**src/rtl/pds_pkg.sv**
```systemverilog
// pds_pkg: shared widths, constants and control types for proper_divisor_sum.
// Used by pds_divider, pds_datapath, pds_ctrl and the proper_divisor_sum top level.
// No dependencies.
package pds_pkg;

    // Default trial divisor limit (divisors below this are tried)
    localparam int PRIME_LIMIT_DEF = 320;

    // Field widths
    localparam int NUM_W  = 17;          // input number
    localparam int SUM_W  = 19;          // divisor_sum and abundance
    localparam int TERM_W = NUM_W + 1;   // 1+p+...+p^k and leftover+1
    localparam int PROD_W = 22;          // running sigma product

    localparam logic [SUM_W-1:0] SUM_MAX = {SUM_W{1'b1}};

    // Divider: quotient bits retired per cycle
    localparam int DIV_RADIX = 4;
    localparam int DIV_STEPS = (NUM_W + DIV_RADIX - 1) / DIV_RADIX;
    localparam int PAD_W     = DIV_STEPS * DIV_RADIX;
    localparam int DIV_CNT_W = $clog2(DIV_STEPS + 1);

    // Controller states
    typedef enum logic [3:0] {
        ST_IDLE,
        ST_SQUARE,
        ST_CHECK,
        ST_DIVIDE,
        ST_TERM,
        ST_MULT,
        ST_LEFT,
        ST_SUM,
        ST_OUT
    } pds_state_t;

    // Commands from controller to datapath
    typedef struct packed {
        logic load;        // capture number, reset product and divisor
        logic square;      // register d*d
        logic div_start;   // start rest / d
        logic take_quot;   // rest <= quotient, pw <= pw*d
        logic add_term;    // term <= term + pw
        logic mul_term;    // prod <= prod*term, reset term and pw to one
        logic next_d;      // advance to the next candidate divisor
        logic mul_left;    // fold in leftover prime factor
        logic calc_sum;    // sigma - number, saturated
        logic load_out;    // fill the output register
    } pds_cmd_t;

    // Status from datapath to controller
    typedef struct packed {
        logic div_done;    // divider finished this cycle
        logic rem_zero;    // remainder of the finished division is zero
        logic past_limit;  // candidate divisor reached the limit
        logic sq_over;     // d*d exceeds what is left of the number
        logic found;       // current divisor divided at least once
        logic out_free;    // output register can take a word
    } pds_status_t;

endpackage

```
**src/rtl/pds_divider.sv**
```systemverilog
// pds_divider: iterative restoring divider, DIV_RADIX quotient bits per cycle.
// Depends on pds_pkg for the number width and step count.
// Start pulses load operands; done pulses in the cycle after the last step.
module pds_divider #(
    parameter int DW = 9
) (
    input  logic                       clk,
    input  logic                       rst_n,
    input  logic                       start,
    input  logic [pds_pkg::NUM_W-1:0]  dividend,
    input  logic [DW-1:0]              divisor,
    output logic                       busy,
    output logic                       done,
    output logic [pds_pkg::NUM_W-1:0]  quotient,
    output logic [DW-1:0]              remainder
);

    logic                          busy_reg, busy_next;
    logic                          done_reg, done_next;
    logic [pds_pkg::DIV_CNT_W-1:0] cnt_reg, cnt_next;
    logic [pds_pkg::PAD_W-1:0]     acc_reg, acc_next;
    logic [DW-1:0]                 rem_reg, rem_next;
    logic [DW-1:0]                 dvs_reg, dvs_next;

    // step temporaries
    logic [DW:0]                   part;
    logic [pds_pkg::PAD_W-1:0]     shv;

    // Control registers
    always_ff @(posedge clk or negedge rst_n)
    begin
        if (!rst_n)
        begin
            busy_reg <= 1'b0;
            done_reg <= 1'b0;
            cnt_reg  <= '0;
        end
        else
        begin
            busy_reg <= busy_next;
            done_reg <= done_next;
            cnt_reg  <= cnt_next;
        end
    end

    // Operand and partial result registers
    always_ff @(posedge clk)
    begin
        acc_reg <= acc_next;
        rem_reg <= rem_next;
        dvs_reg <= dvs_next;
    end

    // Each busy cycle: DIV_RADIX shift-compare-subtract steps.
    // acc holds unconsumed dividend bits on top, quotient bits fill from the bottom.
    always_comb
    begin
        busy_next = busy_reg;
        done_next = 1'b0;
        cnt_next  = cnt_reg;
        acc_next  = acc_reg;
        rem_next  = rem_reg;
        dvs_next  = dvs_reg;
        part      = {1'b0, rem_reg};
        shv       = acc_reg;

        if (start)
        begin
            acc_next  = pds_pkg::PAD_W'(dividend);
            rem_next  = '0;
            dvs_next  = divisor;
            cnt_next  = pds_pkg::DIV_CNT_W'(pds_pkg::DIV_STEPS);
            busy_next = 1'b1;
        end
        else if (busy_reg)
        begin
            for (int i = 0; i < pds_pkg::DIV_RADIX; i++)
            begin
                part = {part[DW-1:0], shv[pds_pkg::PAD_W-1]};
                shv  = {shv[pds_pkg::PAD_W-2:0], 1'b0};
                if (part >= {1'b0, dvs_reg})
                begin
                    part   = part - {1'b0, dvs_reg};
                    shv[0] = 1'b1;
                end
            end
            acc_next = shv;
            rem_next = part[DW-1:0];
            cnt_next = cnt_reg - pds_pkg::DIV_CNT_W'(1);
            if (cnt_reg == pds_pkg::DIV_CNT_W'(1))
            begin
                busy_next = 1'b0;
                done_next = 1'b1;
            end
        end
    end

    assign busy      = busy_reg;
    assign done      = done_reg;
    assign quotient  = acc_reg[pds_pkg::NUM_W-1:0];
    assign remainder = rem_reg;

endmodule

```
**src/rtl/pds_datapath.sv**
```systemverilog
// pds_datapath: factoring registers, multipliers, wheel divisor counter and
// output register. Depends on pds_pkg and pds_divider; driven by pds_ctrl.
module pds_datapath #(
    parameter int PRIME_LIMIT = pds_pkg::PRIME_LIMIT_DEF
) (
    input  logic                       clk,
    input  logic                       rst_n,
    input  pds_pkg::pds_cmd_t          cmd,
    output pds_pkg::pds_status_t       status,
    input  logic [pds_pkg::NUM_W-1:0]  number,
    output logic                       out_valid,
    input  logic                       out_stall,
    output logic [pds_pkg::SUM_W-1:0]  divisor_sum,
    output logic                       is_abundant,
    output logic [pds_pkg::SUM_W-1:0]  abundance
);

    // Divisor width: holds a divisor below PRIME_LIMIT plus the largest wheel step
    localparam int DW    = $clog2(PRIME_LIMIT + 4);
    localparam int SQ_W  = 2 * DW;
    localparam int CMP_W = (SQ_W > pds_pkg::NUM_W) ? SQ_W : pds_pkg::NUM_W;
    localparam int NW    = pds_pkg::NUM_W;
    localparam int TW    = pds_pkg::TERM_W;
    localparam int PW    = pds_pkg::PROD_W;
    localparam int SW    = pds_pkg::SUM_W;

    logic [NW-1:0] n_reg;
    logic [NW-1:0] rest_reg;
    logic [NW-1:0] pw_reg;
    logic [TW-1:0] term_reg;
    logic [PW-1:0] prod_reg;
    logic [DW-1:0] d_reg;
    logic          wheel_reg;
    logic [SQ_W-1:0] dsq_reg;
    logic [SW-1:0] sum_reg;
    logic          out_valid_reg;
    logic [SW-1:0] out_sum_reg;
    logic          out_flag_reg;
    logic [SW-1:0] out_abund_reg;

    logic          div_busy;
    logic          div_done;
    logic [NW-1:0] div_quo;
    logic [DW-1:0] div_rem;

    logic [DW-1:0]    d_step;
    logic [SQ_W-1:0]  sq_prod;
    logic [NW+DW-1:0] pw_prod;
    logic [PW+TW-1:0] term_prod;
    logic [TW-1:0]    rest_inc;
    logic [PW+TW-1:0] left_prod;
    logic [PW-1:0]    excess;
    logic             sum_flag;

    pds_divider #(
        .DW (DW)
    ) u_div (
        .clk       (clk),
        .rst_n     (rst_n),
        .start     (cmd.div_start),
        .dividend  (rest_reg),
        .divisor   (d_reg),
        .busy      (div_busy),
        .done      (div_done),
        .quotient  (div_quo),
        .remainder (div_rem)
    );

    // Wheel over 2, 3 and then numbers of the form 6k+-1
    always_comb
    begin
        if (d_reg == DW'(2))
            d_step = DW'(1);
        else if (d_reg < DW'(5))
            d_step = DW'(2);
        else if (wheel_reg)
            d_step = DW'(4);
        else
            d_step = DW'(2);
    end

    // Multipliers, each feeding a register
    assign sq_prod   = {{DW{1'b0}}, d_reg} * {{DW{1'b0}}, d_reg};
    assign pw_prod   = {{DW{1'b0}}, pw_reg} * {{NW{1'b0}}, d_reg};
    assign term_prod = {{TW{1'b0}}, prod_reg} * {{PW{1'b0}}, term_reg};
    assign rest_inc  = TW'(rest_reg) + TW'(1);
    assign left_prod = {{TW{1'b0}}, prod_reg} * {{PW{1'b0}}, rest_inc};

    // sigma - number, clamped at zero
    assign excess   = (prod_reg > PW'(n_reg)) ? prod_reg - PW'(n_reg) : '0;
    assign sum_flag = sum_reg > SW'(n_reg);

    // Factoring registers
    always_ff @(posedge clk)
    begin
        if (cmd.load)
        begin
            n_reg     <= number;
            rest_reg  <= number;
            pw_reg    <= NW'(1);
            term_reg  <= TW'(1);
            prod_reg  <= PW'(1);
            d_reg     <= DW'(2);
            wheel_reg <= 1'b0;
        end
        else
        begin
            if (cmd.square)
                dsq_reg <= sq_prod;
            if (cmd.take_quot)
            begin
                rest_reg <= div_quo;
                pw_reg   <= pw_prod[NW-1:0];
            end
            if (cmd.add_term)
                term_reg <= term_reg + TW'(pw_reg);
            if (cmd.mul_term)
            begin
                prod_reg <= term_prod[PW-1:0];
                term_reg <= TW'(1);
                pw_reg   <= NW'(1);
            end
            if (cmd.next_d)
            begin
                d_reg <= d_reg + d_step;
                if (d_reg >= DW'(5))
                    wheel_reg <= !wheel_reg;
            end
            if (cmd.mul_left && (rest_reg > NW'(1)))
                prod_reg <= left_prod[PW-1:0];
            if (cmd.calc_sum)
            begin
                if (n_reg == '0)
                    sum_reg <= '0;
                else if (excess > PW'(pds_pkg::SUM_MAX))
                    sum_reg <= pds_pkg::SUM_MAX;
                else
                    sum_reg <= excess[SW-1:0];
            end
        end
    end

    // Output word register
    always_ff @(posedge clk or negedge rst_n)
    begin
        if (!rst_n)
            out_valid_reg <= 1'b0;
        else if (cmd.load_out)
            out_valid_reg <= 1'b1;
        else if (!out_stall)
            out_valid_reg <= 1'b0;
    end

    always_ff @(posedge clk)
    begin
        if (cmd.load_out)
        begin
            out_sum_reg   <= sum_reg;
            out_flag_reg  <= sum_flag;
            out_abund_reg <= sum_flag ? sum_reg - SW'(n_reg) : '0;
        end
    end

    // Status back to the controller
    assign status.div_done   = div_done;
    assign status.rem_zero   = (div_rem == '0);
    assign status.past_limit = (d_reg >= DW'(PRIME_LIMIT));
    assign status.sq_over    = CMP_W'(dsq_reg) > CMP_W'(rest_reg);
    assign status.found      = (term_reg != TW'(1));
    assign status.out_free   = !out_valid_reg || !out_stall;

    assign out_valid   = out_valid_reg;
    assign divisor_sum = out_sum_reg;
    assign is_abundant = out_flag_reg;
    assign abundance   = out_abund_reg;

    // Divider is never restarted mid-division
    a_div_idle: assert property (@(posedge clk) disable iff (!rst_n)
        cmd.div_start |-> !div_busy)
        else $error("divider started while busy");

    // A word is never dropped from a stalled output register
    a_out_hold: assert property (@(posedge clk) disable iff (!rst_n)
        cmd.load_out |-> (!out_valid_reg || !out_stall))
        else $error("output overwritten while stalled");

    // Removing a factor always shrinks what is left
    a_rest_shrinks: assert property (@(posedge clk) disable iff (!rst_n)
        cmd.take_quot && !cmd.load |=> rest_reg < $past(rest_reg))
        else $error("rest did not shrink after a factor was removed");

    // Candidate divisor only moves upward
    a_d_grows: assert property (@(posedge clk) disable iff (!rst_n)
        cmd.next_d && !cmd.load |=> d_reg > $past(d_reg))
        else $error("candidate divisor did not advance");

endmodule

```
**src/rtl/pds_ctrl.sv**
```systemverilog
// pds_ctrl: sequencing state machine for trial division and result delivery.
// Depends on pds_pkg for state, command and status types.
module pds_ctrl (
    input  logic                  clk,
    input  logic                  rst_n,
    input  logic                  in_valid,
    output logic                  in_stall,
    input  pds_pkg::pds_status_t  status,
    output pds_pkg::pds_cmd_t     cmd
);

    pds_pkg::pds_state_t state_reg, state_next;

    // State register
    always_ff @(posedge clk or negedge rst_n)
    begin
        if (!rst_n)
            state_reg <= pds_pkg::ST_IDLE;
        else
            state_reg <= state_next;
    end

    // Next state and commands
    always_comb
    begin
        state_next = state_reg;
        cmd        = '0;
        in_stall   = 1'b1;

        unique case (state_reg)
            pds_pkg::ST_IDLE:
            begin
                in_stall = 1'b0;
                if (in_valid)
                begin
                    cmd.load   = 1'b1;
                    state_next = pds_pkg::ST_SQUARE;
                end
            end
            pds_pkg::ST_SQUARE:
            begin
                cmd.square = 1'b1;
                state_next = pds_pkg::ST_CHECK;
            end
            pds_pkg::ST_CHECK:
            begin
                // stop when divisors run out or d*d passes what is left
                if (status.past_limit || status.sq_over)
                    state_next = pds_pkg::ST_LEFT;
                else
                begin
                    cmd.div_start = 1'b1;
                    state_next    = pds_pkg::ST_DIVIDE;
                end
            end
            pds_pkg::ST_DIVIDE:
            begin
                if (status.div_done)
                begin
                    if (status.rem_zero)
                    begin
                        cmd.take_quot = 1'b1;
                        state_next    = pds_pkg::ST_TERM;
                    end
                    else if (status.found)
                        state_next = pds_pkg::ST_MULT;
                    else
                    begin
                        cmd.next_d = 1'b1;
                        state_next = pds_pkg::ST_SQUARE;
                    end
                end
            end
            pds_pkg::ST_TERM:
            begin
                // accumulate this power and try the same divisor again
                cmd.add_term  = 1'b1;
                cmd.div_start = 1'b1;
                state_next    = pds_pkg::ST_DIVIDE;
            end
            pds_pkg::ST_MULT:
            begin
                cmd.mul_term = 1'b1;
                cmd.next_d   = 1'b1;
                state_next   = pds_pkg::ST_SQUARE;
            end
            pds_pkg::ST_LEFT:
            begin
                cmd.mul_left = 1'b1;
                state_next   = pds_pkg::ST_SUM;
            end
            pds_pkg::ST_SUM:
            begin
                cmd.calc_sum = 1'b1;
                state_next   = pds_pkg::ST_OUT;
            end
            pds_pkg::ST_OUT:
            begin
                if (status.out_free)
                begin
                    cmd.load_out = 1'b1;
                    state_next   = pds_pkg::ST_IDLE;
                end
            end
            default:
            begin
                state_next = pds_pkg::ST_IDLE;
            end
        endcase
    end

endmodule

```
**src/rtl/proper_divisor_sum.sv**
```systemverilog
// proper_divisor_sum: sum of proper divisors, abundance flag and excess.
// Depends on pds_pkg, pds_ctrl, pds_datapath (which holds pds_divider).
//
//   channel  handshake            fields
//   in       in_valid / in_stall  number[16:0]
//   out      out_valid/out_stall  divisor_sum[18:0], is_abundant, abundance[18:0]
//
// One word is factored at a time. Each candidate divisor (2, 3, then 6k+-1 below
// PRIME_LIMIT) goes through square, check and a division in the 4-bit-per-cycle divider.
// A divisor that divides is tried again through the term state, and its term is then
// folded into the product in the multiply state.
// Reset is asynchronous and clears the controller and the output valid flag.
// A finished word waits in the output register; in_stall is low only when the
// controller is idle, which it reaches once that word is loaded into the output register.
module proper_divisor_sum #(
    parameter int PRIME_LIMIT = pds_pkg::PRIME_LIMIT_DEF
) (
    input  logic                       clk,
    input  logic                       rst_n,
    input  logic                       in_valid,
    output logic                       in_stall,
    input  logic [pds_pkg::NUM_W-1:0]  number,
    output logic                       out_valid,
    input  logic                       out_stall,
    output logic [pds_pkg::SUM_W-1:0]  divisor_sum,
    output logic                       is_abundant,
    output logic [pds_pkg::SUM_W-1:0]  abundance
);

    pds_pkg::pds_cmd_t    cmd;
    pds_pkg::pds_status_t status;

    pds_ctrl u_ctrl (
        .clk      (clk),
        .rst_n    (rst_n),
        .in_valid (in_valid),
        .in_stall (in_stall),
        .status   (status),
        .cmd      (cmd)
    );

    pds_datapath #(
        .PRIME_LIMIT (PRIME_LIMIT)
    ) u_dp (
        .clk         (clk),
        .rst_n       (rst_n),
        .cmd         (cmd),
        .status      (status),
        .number      (number),
        .out_valid   (out_valid),
        .out_stall   (out_stall),
        .divisor_sum (divisor_sum),
        .is_abundant (is_abundant),
        .abundance   (abundance)
    );

endmodule

```
**config.mk**
```make
export PLATFORM = sky130hd
export DESIGN_NAME = proper_divisor_sum
export DESIGN_NICKNAME = d
export VERILOG_FILES = /design/src/rtl/pds_pkg.sv /design/src/rtl/pds_divider.sv /design/src/rtl/pds_datapath.sv /design/src/rtl/pds_ctrl.sv /design/src/rtl/proper_divisor_sum.sv
export SDC_FILE = /design/constraint.sdc
export NUM_CORES = 2
export LEC_CHECK = 0
export ABC_AREA = 0
export BUFFER_PORTS_ARGS = -buffer_cell sky130_fd_sc_hd__buf_2
export CORE_MARGIN = 5
export CORE_UTILIZATION = 66
export DETAILED_ROUTE_END_ITERATION = 10
export HOLD_SLACK_MARGIN = 0.03
export PLACE_DENSITY = 0.83
export SLEW_MARGIN = 5
export SYNTH_ARGS = -nofsm -noshare
export SYNTH_HDL_FRONTEND = slang
export SYNTH_SLANG_ARGS = --single-unit
export TNS_END_PERCENT = 30
```
**constraint.sdc**
```tcl
create_clock -name clk -period 11.45 [get_ports clk]
set_input_delay 1.7175 -clock clk [delete_from_list [all_inputs] [get_ports clk]]
set_output_delay 1.7175 -clock clk [all_outputs]
set_load 0.02 [all_outputs]
```
==> flow_metrics.env <==
export IMPL_cts_buffers=26
export IMPL_cap_violations=0
export IMPL_hold_viol=0
export IMPL_multi_input_area_sq_mm=0.0233
export IMPL_firstDrtPassIters=6
export IMPL_setup_viol=0
export IMPL_largest_register_ff_count=22
export IMPL_clk_pin_slew_ns=0.07
export IMPL_grt_util_all_layers_pct=29.3
export IMPL_synth_seq_cells=224
export IMPL_n_antenna_cell=0
export IMPL_cts_resized=0
export IMPL_core_area_sq_mm=0.0486
export IMPL_async_flop_share_pct=4.46
export IMPL_grt_pass1_vias=25800
export IMPL_drt_initial_drc_count=1995
export IMPL_yosys_most_used_dff="edfxtp_1"
export IMPL_num_rows=81
export IMPL_root_buffer="clkbuf_16"
export IMPL_clockBufferDepth=3
export IMPL_synth_edf_count=135
export IMPL_grt_overflow=0
export IMPL_tns_ns=0
export IMPL_port_buffers=61
export IMPL_slowest_stage="a21oi_1"
export IMPL_grt_antenna_before_repair=1
export IMPL_hold_buffers=0
export IMPL_synth_warnings=0
export IMPL_fin_crit_sh_pct=89.3
export IMPL_route_detailed_drc=0
export IMPL_die_area_sq_mm=0.0534
export IMPL_outcome="complete, no violations"
export IMPL_netlist_instances=3635
export IMPL_grt_first_pass_wirelength_mm=129
export IMPL_syn_area_per_cell_sq_um=8.88
export IMPL_final_max_slew_viol_count=0
export IMPL_path_common_cell="a21oi_1"
export IMPL_synth_top_area_cell="fa_1"
export IMPL_layout_min_cycle_time_ns=10.22
export IMPL_die_w_um=231
export IMPL_gp_congestion=0.917
export IMPL_crit_path_end_kind="flip-flop"
export IMPL_cp_arrival_ns=10.51
export IMPL_synthTopCellsByArea="fa_1 29%, edfxtp_1 13%, ha_1 11%, inv_1 7.6%, nand2_1 6.5%"
export IMPL_drive_gt1_share_pct=5.21
export IMPL_clkLatencyLatePin_ns=0.55
export IMPL_ys_types=74
export IMPL_cts_sinks=224
export IMPL_syn_area_sq_mm=0.0323
export IMPL_grt_max_degree=56
export IMPL_ioPinCount=62
export IMPL_vias=24600
export IMPL_seq_area_frac_synth_pct=18.2
export IMPL_wl_mm=76.7
export IMPL_initial_core_util_pct=66.3
export IMPL_drt_wirelength_per_cell_um=18.1
export IMPL_synth_top_cell_area_share_pct=28.7
export IMPL_dieHeight_um=231
export IMPL_area_delta_synth_final_pct=5.13
export IMPL_nFillCells=3665
export IMPL_worstSetupPathType="reg2reg"
export IMPL_register_area_sq_mm=0.00589
export IMPL_fin_skew_ns=0.0127
export IMPL_final_nets=4371
export IMPL_worstPathMaxFanout=14
export IMPL_worst_slew_pin_slew_ns=1.21
export IMPL_cpPeakStageDelay_ns=0.81
export IMPL_ant_nets=0
export IMPL_relSlewSlack_pct=19.2
export IMPL_hold_class="reg2reg"
export IMPL_cts_tree="done"
export IMPL_startpoint_type="flip-flop"
export IMPL_synth_nets=4400
export IMPL_cts_setup_buffers=0
export IMPL_required_ns=11.74
export IMPL_dp_hpwl_mm=57.8
export IMPL_fmax_mhz=97.8
export IMPL_cts_htree_levels=1
export IMPL_rsz0062_at_grt="false"
export IMPL_vias_per_cell=5.79
==> final cells by class <==
class	count	share of cell area, %
well taps	622	2.29
clock buffers	34	2.14
repair buffers	104	1.85
inverters	652	7.22
multi-input cells	2598	68.8
clock inverters	14	0.321
flip-flops and latches	224	17.4
==> cell families (layout without fill, tap and decap cells) <==
logic type	after synthesis	after routing	synth area share, %
and+or+nand+nor	1198	1198	17.6
buffers and inverters	813	804	9.50
adders and majority gates	744	744	39.6
AOI/OAI and AO/OA	410	410	8.02
DFF	224	224	18.2
xor gates and xnor gates	214	214	5.96
muxes	32	32	1.04
==> cell usage in the layout, fill, tap and decap left out, drive strengths merged, types with 41 or more instances in the layout <==
cell | Yosys | routed
a21o | 41 | 41
ha | 282 | 282
o21ai | 85 | 85
dfxtp | 79 | 79
and2 | 207 | 207
nor2b | 59 | 59
edfxtp | 135 | 135
nor3 | 42 | 42
buf | 14 | 104
xor2 | 60 | 60
nand2b | 58 | 58
a21oi | 129 | 129
nand2 | 561 | 561
fa | 462 | 462
inv | 651 | 652
nor2 | 146 | 146
xnor2 | 153 | 153
==> path summary, 6_finish.rpt <==
kind                       slack, ns             startpoint  cells after the start                     to
setup / recovery                1.23  u_dp.u_div.dvs_reg[1]                     35  u_dp.u_div.acc_reg[0]
hold / removal                  0.46        u_dp.sum_reg[0]                      0    u_dp.divisor_sum[0]
setup reg to reg                1.23  u_dp.u_div.dvs_reg[1]                     35  u_dp.u_div.acc_reg[0]
hold reg to reg                 0.46        u_dp.sum_reg[0]                      0    u_dp.divisor_sum[0]
max in group asynchronous      10.17                  rst_n                      1        u_dp.u_div.done
min in group asynchronous       1.05                  rst_n                      1        u_dp.u_div.busy
==> metal layers <==
metal | up-vias | share of wire [%] | global-route usage [%]
met5 | - | 0 | 0
met4 | 0 | 3.0 | 8.06
li1 | 11300 | - | -
met2 | 965 | 49 | 50.7
met3 | 189 | 7.2 | 3.34
met1 | 12100 | 41 | 39.6
==> worst max-delay path: cells and delay by family, from the launching register on <==
kind / cells / cell delay, ns
simple gates: 7 / 1.37
compound gates: 19 / 4.76
fa+ha+maj: 4 / 1.63
mux: 4 / 1.53
buf+inv: 1 / 0.22
flops: 1 / 0.46
==> cells in the mapped netlist (20+ instances only) <==
| library cell | number |
|---|---|
| a211oi_1 | 21 |
| a21o_1 | 41 |
| a21oi_1 | 129 |
| and2_1 | 206 |
| clkbuf_1 | 146 |
| dfxtp_1 | 79 |
| edfxtp_1 | 135 |
| fa_1 | 462 |
| ha_1 | 282 |
| inv_1 | 651 |
| nand2_1 | 560 |
| nand2b_1 | 58 |
| nand3_1 | 32 |
| nand4_1 | 20 |
| nor2_1 | 146 |
| nor2b_1 | 59 |
| nor3_1 | 42 |
| o21a_1 | 31 |
| o21ai_0 | 82 |
| xnor2_1 | 150 |
| xor2_1 | 60 |
==> metrics by stage <==
stage	util (%)	std cells	setup slack, ns	instance area (sq um)	hold slack (ns)
2_1_floorplan	-	3635	3.22	32300	0.426
3_3_place_gp	68.0	4200	1.58	33100	0.434
3_5_place_dp	68.0	4200	1.46	33100	0.448
4_1_cts	69.7	4248	1.39	33900	0.463
5_1_grt	69.7	4248	0.522	33900	0.480
6_report	69.7	4248	1.23	33900	0.461
Power is not shown: default switching activity piles up to over one toggle a cycle in this logic, so the estimate is an artifact.
